`config.mk`:
```
export PLATFORM = sky130hd
export DESIGN_NAME = crlf_line_receiver_top_flat
export DESIGN_NICKNAME = d
export VERILOG_FILES = /design/src/rtl/crlf_pkg.sv /design/src/rtl/crlf_ifs.sv /design/src/rtl/crlf_line_receiver_top.sv /design/src/rtl/crlf_line_ctl.sv /design/src/flat_wrapper.sv
export VERILOG_INCLUDE_DIRS = /design/src /design/src/rtl
export SDC_FILE = /design/constraint.sdc
export NUM_CORES = 2
export LEC_CHECK = 0
export BUFFER_PORTS_ARGS = -buffer_cell sky130_fd_sc_hd__clkbuf_2
export CORE_ASPECT_RATIO = 1.75
export CORE_MARGIN = 2
export CORE_UTILIZATION = 35
export CTS_CLUSTER_SIZE = 14
export DETAILED_ROUTE_END_ITERATION = 8
export HOLD_SLACK_MARGIN = 0.05
export PLACE_DENSITY = 0.56
export SYNTH_ARGS = -nofsm -noshare
export SYNTH_HDL_FRONTEND = slang
export SYNTH_SLANG_ARGS = --single-unit
export TNS_END_PERCENT = 100
```
`constraint.sdc`:
```
create_clock -name i_clk -period 5.9 [get_ports i_clk]
set_input_delay 0.59 -clock i_clk [delete_from_list [all_inputs] [get_ports i_clk]]
set_output_delay 0.59 -clock i_clk [all_outputs]
set_load 0.01 [all_outputs]
```
`src/rtl/assert_macros.svh`:
```
// Assertion macros used by the RTL top level
`ifndef ASSERT_MACROS_SVH
`define ASSERT_MACROS_SVH

// Implication checked on the next cycle
`define ASSERT_NEXT(label, clk, rst_n, ante, cons, msg) \
    label: assert property (@(posedge clk) disable iff (!rst_n) (ante) |=> (cons)) \
        else $error(msg);

// Implication checked in the same cycle
`define ASSERT_SAME(label, clk, rst_n, ante, cons, msg) \
    label: assert property (@(posedge clk) disable iff (!rst_n) (ante) |-> (cons)) \
        else $error(msg);

`endif

```
`src/rtl/crlf_pkg.sv`:
```
`timescale 1ns / 1ps
// Package: constants, codes and types of the CRLF line receiver
package crlf_pkg;

    localparam int BUF_DEPTH = 256;
    localparam int BUF_AW    = (BUF_DEPTH > 1) ? $clog2(BUF_DEPTH) : 1;

    localparam logic [7:0] CH_CR = 8'h0d;
    localparam logic [7:0] CH_LF = 8'h0a;

    localparam logic [1:0] OP_RECV  = 2'd0;
    localparam logic [1:0] OP_READ  = 2'd1;
    localparam logic [1:0] OP_CLEAR = 2'd2;

    typedef struct packed {
        logic [BUF_AW-1:0] count;
        logic              cr;
        logic              done;
    } t_status;

    typedef struct packed {
        logic              en;
        logic [BUF_AW-1:0] addr;
        logic [7:0]        data;
    } t_wr_req;

endpackage

```
`src/rtl/crlf_ifs.sv`:
```
`timescale 1ns / 1ps
// Interfaces: input beat channel and result beat channel
interface crlf_in_if;
    logic       valid;
    logic       ready;
    logic [1:0] opcode;
    logic [7:0] rx_byte;
    logic [7:0] read_index;

    modport source (output valid, output opcode, output rx_byte, output read_index,
                    input ready);
    modport sink   (input valid, input opcode, input rx_byte, input read_index,
                    output ready);
endinterface

interface crlf_out_if;
    logic       valid;
    logic       ready;
    logic [7:0] read_byte;
    logic [7:0] line_length;
    logic       cr_pending;
    logic       line_done;

    modport source (output valid, output read_byte, output line_length,
                    output cr_pending, output line_done, input ready);
    modport sink   (input valid, input read_byte, input line_length,
                    input cr_pending, input line_done, output ready);
endinterface

```
`src/rtl/crlf_line_receiver_top.sv`:
```
`timescale 1ns / 1ps
// Top level: CRLF line receiver with line store memory and result pipeline
// A result passes through stage 1 into the output register; a stall can hold it in stage 1.
// Throughput: one beat per cycle while the output is not stalled; the store takes one write or one read per beat.
// Stage 1 parts input and output, so an input beat is taken while a result waits, if stage 1 is empty.
// Reset clears length, both flags and the pipeline valids.
// The line store is not cleared; its entries hold garbage until written.
`include "assert_macros.svh"
module crlf_line_receiver_top (
    input  logic        i_clk,
    input  logic        i_rst_n,
    crlf_in_if.sink     i_in,
    crlf_out_if.source  o_out
);
    import crlf_pkg::*;

    logic [7:0] r_mem [BUF_DEPTH];
    logic [7:0] r_rd_data;

    t_status    ctl_status;
    t_wr_req    ctl_wr;

    logic       acc;
    logic       s1_adv;
    logic       rd_en;
    logic       rd_in_range;

    logic       r_s1_valid;
    logic       r_s1_rd_ok;
    t_status    r_s1_status;

    logic       r_out_valid;
    logic [7:0] r_out_rd;
    t_status    r_out_status;

    assign s1_adv     = !r_out_valid || o_out.ready;
    assign i_in.ready = !r_s1_valid || s1_adv;
    assign acc        = i_in.valid && i_in.ready;

    assign rd_in_range = (32'(i_in.read_index) < 32'(BUF_DEPTH));
    assign rd_en       = acc && (i_in.opcode == OP_READ);

    crlf_line_ctl u_ctl (
        .i_clk     (i_clk),
        .i_rst_n   (i_rst_n),
        .i_accept  (acc),
        .i_opcode  (i_in.opcode),
        .i_rx_byte (i_in.rx_byte),
        .o_status  (ctl_status),
        .o_wr      (ctl_wr)
    );

    // Store: one write port, one registered read port
    always_ff @(posedge i_clk) begin
        if (ctl_wr.en) begin
            r_mem[ctl_wr.addr] <= ctl_wr.data;
        end
        // hold read data while the beat waits in stage 1
        if (rd_en) begin
            r_rd_data <= r_mem[BUF_AW'(i_in.read_index)];
        end
    end

    always_ff @(posedge i_clk) begin
        if (!i_rst_n) begin
            r_s1_valid  <= 1'b0;
            r_out_valid <= 1'b0;
        end else begin
            if (i_in.ready) begin
                r_s1_valid <= acc;
            end
            if (s1_adv) begin
                r_out_valid <= r_s1_valid;
            end
        end
    end

    always_ff @(posedge i_clk) begin
        if (acc) begin
            r_s1_rd_ok  <= rd_en && rd_in_range;
            r_s1_status <= ctl_status;
        end
        if (s1_adv && r_s1_valid) begin
            r_out_rd     <= r_s1_rd_ok ? r_rd_data : 8'd0;
            r_out_status <= r_s1_status;
        end
    end

    assign o_out.valid       = r_out_valid;
    assign o_out.read_byte   = r_out_rd;
    assign o_out.line_length = 8'(r_out_status.count);
    assign o_out.cr_pending  = r_out_status.cr;
    assign o_out.line_done   = r_out_status.done;

    `ASSERT_NEXT(a_s1_hold, i_clk, i_rst_n, r_s1_valid && !s1_adv, r_s1_valid, "stage 1 beat lost while stalled")
    `ASSERT_SAME(a_done_has_cr, i_clk, i_rst_n, o_out.valid && o_out.line_done, o_out.cr_pending, "line done without CR flag")
    `ASSERT_NEXT(a_rd_only_read, i_clk, i_rst_n, acc && (i_in.opcode != OP_READ), !r_s1_rd_ok, "read data enabled for a non-read beat")
    `ASSERT_SAME(a_no_wr_on_read, i_clk, i_rst_n, rd_en, !ctl_wr.en, "store write on a read beat")

endmodule

```
`src/rtl/crlf_line_ctl.sv`:
```
`timescale 1ns / 1ps
// Line control: running length, CR and done flags, store write requests
module crlf_line_ctl (
    input  logic              i_clk,
    input  logic              i_rst_n,
    input  logic              i_accept,
    input  logic [1:0]        i_opcode,
    input  logic [7:0]        i_rx_byte,
    output crlf_pkg::t_status o_status,
    output crlf_pkg::t_wr_req o_wr
);
    import crlf_pkg::*;

    t_status r_stat;
    t_status n_stat;
    t_wr_req n_wr;

    always_comb begin
        n_stat  = r_stat;
        n_wr    = '0;
        n_wr.addr = r_stat.count;
        n_wr.data = i_rx_byte;
        if (i_accept) begin
            case (i_opcode)
                OP_RECV: begin
                    if (r_stat.done) begin
                        // drop bytes until cleared
                    end else if (r_stat.cr) begin
                        if (i_rx_byte == CH_LF) begin
                            n_stat.done = 1'b1;
                        end else begin
                            n_stat = '0;
                        end
                    end else if (i_rx_byte == CH_CR) begin
                        n_stat.cr = 1'b1;
                    end else begin
                        n_wr.en = 1'b1;
                        // wrap and restart when the store is full
                        if (r_stat.count == BUF_AW'(BUF_DEPTH - 1)) begin
                            n_stat = '0;
                        end else begin
                            n_stat.count = r_stat.count + 1'b1;
                        end
                    end
                end
                OP_CLEAR: begin
                    n_stat = '0;
                end
                default: begin
                end
            endcase
        end
    end

    always_ff @(posedge i_clk) begin
        if (!i_rst_n) begin
            r_stat <= '0;
        end else begin
            r_stat <= n_stat;
        end
    end

    assign o_status = n_stat;
    assign o_wr     = n_wr;

endmodule
```
`src/flat_wrapper.sv`:
```
// flat-port wrapper written by rule: the top's interface ports become plain ports
module crlf_line_receiver_top_flat import crlf_pkg::*;
  (i_clk, i_rst_n, i_in_valid, i_in_opcode, i_in_rx_byte, i_in_read_index, i_in_ready, o_out_valid, o_out_read_byte, o_out_line_length, o_out_cr_pending, o_out_line_done, o_out_ready);
  crlf_in_if i_in_i ();
  crlf_out_if o_out_i ();
  input  logic i_clk;
  input  logic i_rst_n;
  input wire logic [$bits(i_in_i.valid)-1:0] i_in_valid;
  input wire logic [$bits(i_in_i.opcode)-1:0] i_in_opcode;
  input wire logic [$bits(i_in_i.rx_byte)-1:0] i_in_rx_byte;
  input wire logic [$bits(i_in_i.read_index)-1:0] i_in_read_index;
  output wire logic [$bits(i_in_i.ready)-1:0] i_in_ready;
  output wire logic [$bits(o_out_i.valid)-1:0] o_out_valid;
  output wire logic [$bits(o_out_i.read_byte)-1:0] o_out_read_byte;
  output wire logic [$bits(o_out_i.line_length)-1:0] o_out_line_length;
  output wire logic [$bits(o_out_i.cr_pending)-1:0] o_out_cr_pending;
  output wire logic [$bits(o_out_i.line_done)-1:0] o_out_line_done;
  input wire logic [$bits(o_out_i.ready)-1:0] o_out_ready;
  assign i_in_i.valid = i_in_valid;
  assign i_in_i.opcode = i_in_opcode;
  assign i_in_i.rx_byte = i_in_rx_byte;
  assign i_in_i.read_index = i_in_read_index;
  assign i_in_ready = i_in_i.ready;
  assign o_out_valid = o_out_i.valid;
  assign o_out_read_byte = o_out_i.read_byte;
  assign o_out_line_length = o_out_i.line_length;
  assign o_out_cr_pending = o_out_i.cr_pending;
  assign o_out_line_done = o_out_i.line_done;
  assign o_out_i.ready = o_out_ready;
  crlf_line_receiver_top u_core (.i_clk(i_clk), .i_rst_n(i_rst_n), .i_in(i_in_i), .o_out(o_out_i));
endmodule
```
==> summary.txt <==
Timing
  • Period Utilization, post-route: 70.1%
  • Fmax achieved: ~240 MHz
  • Fin. Hold Viols: 0
  • Max Slew Vio Count: 0
  • Final worst path period need: around 4.1 ns
  • Worst Clk Skew: 0.0536 ns
  • Slew at the pin with the worst max-slew slack: 1.44 ns
  • RSZ-0062 raised after global routing: no
  • # setup viols final: 0
  • Fin Setup TNS: 0 ns
  • Slew Limit Headroom: ~3.3%

Setup path
  • Worst path cell trace: dlygate4sd3_1, clkbuf_2, inv_1, nor4_2, nand2_1, nor3_2, nand2_1, nor2_1
  • Top delay family on crit path: simple AND/OR/NAND/NOR gates
  • CP Launch Type: input port
  • Setup crit end kind: register
  • CP Class: in -> reg
  • Crit-path most repeated cell: nand2_1
  • Critical Path RT: between 6 and 7 ns
  • CP arrival: about 4.6 ns
  • Critical path fanouts, max: 16
  • Crit-path slowest cell: nor2_1
  • CP peak stage delay: between 0.8 and 0.9 ns
  • Worst path bufs/invs: 3

Layout
  • Layout fillers: roughly 21,000
  • Fraction of layout cells with a size suffix above 1: between 20% and 30%
  • Final #Nets: 4,189
  • Multi-input gate area: between 15,000 and 20,000 um^2
  • Final core utilization: between 30% and 40%
  • Area Growth Syn to Fin: 11.6%
  • Final cell count without fillers: around 7,400
  • Reg area: roughly 63,000 um^2

Power
  • Pint: 23.0 mW
  • Leakage: roughly 28 nW
  • Sw frac: a little over a fifth
  • Power Total: between 20 and 30 mW
  • Peak supply drop: 0.000207 V
  • Clock power frac: about 39%
  • Psw: ~6.4 mW
  • Seq pwr share: 55.8%
  • Pwr Density: around 320 nW/um^2
  • Comb pwr share: around 5.4%

Logic synthesis
  • Syn nets: 4,051
  • Mean Syn Cell Area: a little over 20 um^2
  • Synth Area in XOR/XNOR: 0%
  • Most used flip-flop cell after synthesis: edfxtp_1
  • Mapped Cells: 4,025
  • Mux contribution to synthesized area: 14.9%
  • Ys async rst share: 0%
  • Post-synthesis simple-gate area fraction: under 10%
  • Post-synth EDFFs: 2,085
  • Post-Synth Adder-Cell Area: less than 1%
  • Sequential area share after synthesis: around three quarters
  • Post-Syn Area: ~82,000 um^2
  • Unique cell type count in the Yosys netlist: 65
  • Largest family of logic cells by synthesized area: multiplexers
  • Synth Area in Compound Gates: between 3 and 4%
  • Syn. warnings: 0
  • #FFs+latches synth: ~2,100

Run
  • Max-cap violations: 0

Global route
  • Largest net degree at the start of global routing: 182
  • GRT overflow: 0
  • Initial antenna violation count: 7
  • First-pass GRT wire length: between 300 and 400 mm
  • Vias in the first global route: 42,681
  • GRT Total Usage: between 20% and 30%

Route
  • Via count: a little over 40,000
  • First DRT Iteration DRCs: roughly 4,100
  • Post-DRT Antenna Nets: 0
  • Routed WL: between 200 and 250 mm
  • Pre-Repair DR Iteration Count: 5
  • DRC: 0
  • Detail-routed net length per standard cell: 32.9 um
  • Vias/cell: between 5 and 6

Floorplanning
  • Die outline height: 645 um
  • Core ar.: roughly 230,000 um^2
  • Die area: approximately 240,000 um^2
  • I/O pin cnt: 42
  • Die X: 370 um
  • Starting density of the core: 35.1%
  • FP Rows: 235

Hold path
  • HP Class: in -> reg

Clock tree
  • Post-CTS sizing: 0
  • Skew-Pair Late Insertion Delay: around 0.83 ns
  • Max Root-Sink Buffers: 4
  • H-tree levels: 4
  • CTS tree: yes
  • Post-CTS Repair Setup Buffers: 0
  • Clk root buf: clkbuf_16
  • Worst-path clk slew: around 0.060 ns
  • Cts bufs inserted: 187
  • Clock sinks: approximately 2,100

Place
  • Routability Congestion: just under 0.9
  • Placed cell count: just over 7,000
  • DP Wirelength: roughly 150 mm
  • Port Buffers: 41

Status
  • Status: finished, final reports clean
==> per-layer routing <==
layer / global-route usage, % / wire length [um] / up-vias
met1: 21.1 / 81200 / 22023
met3: 2.05 / 10200 / 524
met5: 0 / 0 / -
met4: 13.0 / 18000 / 0
met2: 37.4 / 132000 / 1560
li1: - / - / 16908
==> synthesized netlist by cell type (all sizes together) (34+ instances only) <==
library cell	n	area (um^2)
o21ai	37	185
o221ai	83	727
nand2	82	308
a21oi	63	315
a211oi	34	255
and2	45	282
mux4	414	9320
nor2	288	1080
buf	139	1160
edfxtp	2085	62600
clkbuf	107	403
o22ai	65	407
mux2i	272	2720
==> kinds of logic (layout without fill, tap and decap cells) <==
group | Yosys count | in the layout
muxes | 703 | 703
buffers and inverters | 259 | 492
adders and majority gates | 4 | 4
other | 0 | 21
and+or+nand+nor | 568 | 568
AOI/OAI and AO/OA | 394 | 394
DFF | 2097 | 2097
==> metrics by stage <==
stage	hold WS [ns]	instance area (um^2)	setup WS [ns]
5_1_grt	0.111	91600	1.51
6_report	0.118	91600	1.77
3_3_place_gp	0.410	86200	0.965
2_1_floorplan	0.400	82100	3.01
4_1_cts	0.0620	91600	1.77
3_5_place_dp	0.405	86200	1.32
==> placed cells by master (no fill, tap or decap), types with 25 or more instances in the layout <==
master / Yosys / routed
a211oi_1: 34 / 34
a21oi_1: 63 / 63
and2_1: 45 / 45
buf_4: 18 / 134
clkbuf_1: 106 / 41
clkbuf_16: 0 / 191
clkbuf_2: 1 / 28
clkinv_1: 0 / 28
edfxtp_1: 2085 / 2085
mux2i_1: 272 / 272
mux4_2: 414 / 414
nand2_1: 82 / 79
nand3_1: 32 / 31
nor2_1: 288 / 288
nor2b_1: 25 / 25
nor3_1: 32 / 31
o21ai_0: 29 / 29
o221ai_1: 83 / 83
o22ai_1: 65 / 65
==> sequential cells by signal (all words and copies together), names as in the netlist <==
name and flops:
u_core.r_rd_data 8, u_core.o_out.line_length 8, u_core.r_s1_valid 1, u_core.o_out.cr_pending 1
u_core.r_s1_rd_ok 1, u_core.o_out.read_byte 8, u_core.u_ctl.o_wr 8, u_core.o_out.valid 1
u_core.o_out.line_done 1, u_core.r_s1_status 10, u_core.u_ctl.r_stat 2, u_core.r_mem 2048
==> power by group through the flow <==
stage                     Combinational [mW]  Clock (mW)  Sequential (mW)
after detailed placement                1.59           0             16.7
final                                   1.58        11.4             16.4
after CTS                               1.60        11.6             16.4
after floorplan                        0.798           0             16.7
after global placement                  1.58           0             16.7
after global routing                    1.64        12.0             16.4
==> path summary, 6_finish.rpt <==
kind	start	to	slack (ns)	cells after the start
max	i_in_valid	u_core.r_mem[103][4]$_DFFE_PP_	1.77	8
min	o_out_ready	u_core.o_out.valid$_SDFFE_PN0P_	0.12	3
max reg2reg	u_core.r_s1_valid$_SDFFE_PN0N_	u_core.r_mem[103][4]$_DFFE_PP_	1.82	6
min reg2reg	u_core.r_s1_status[8]$_DFFE_PP_	u_core.o_out.line_length[6]$_DFFE_PP_	0.42	0
==> worst register-to-register path, delay by kind of cell (launching register included) <==
kind,cells,cell delay [ns]
DFF,1,0.32
and+or+nand+nor,6,3.37
==> area by class of cell <==
class                      count  share of cell area (%)
clock buffer                 234                    5.42
antenna                       21                  0.0574
clock inverter                50                   0.433
inverter                      13                  0.0560
tap                         3081                    4.21
multi-input combinational   1669                    19.3
sequential                  2097                    68.6
timing repair buffer         195                    1.88
==> repair_timing <==
item / 4_1_cts / 5_1_grt
endpoints found under the setup margin: 0 / 0
hold endpoints to repair: 1 / 0
hold buffers: 1 / 0
(Power assumes the default switching activity.)
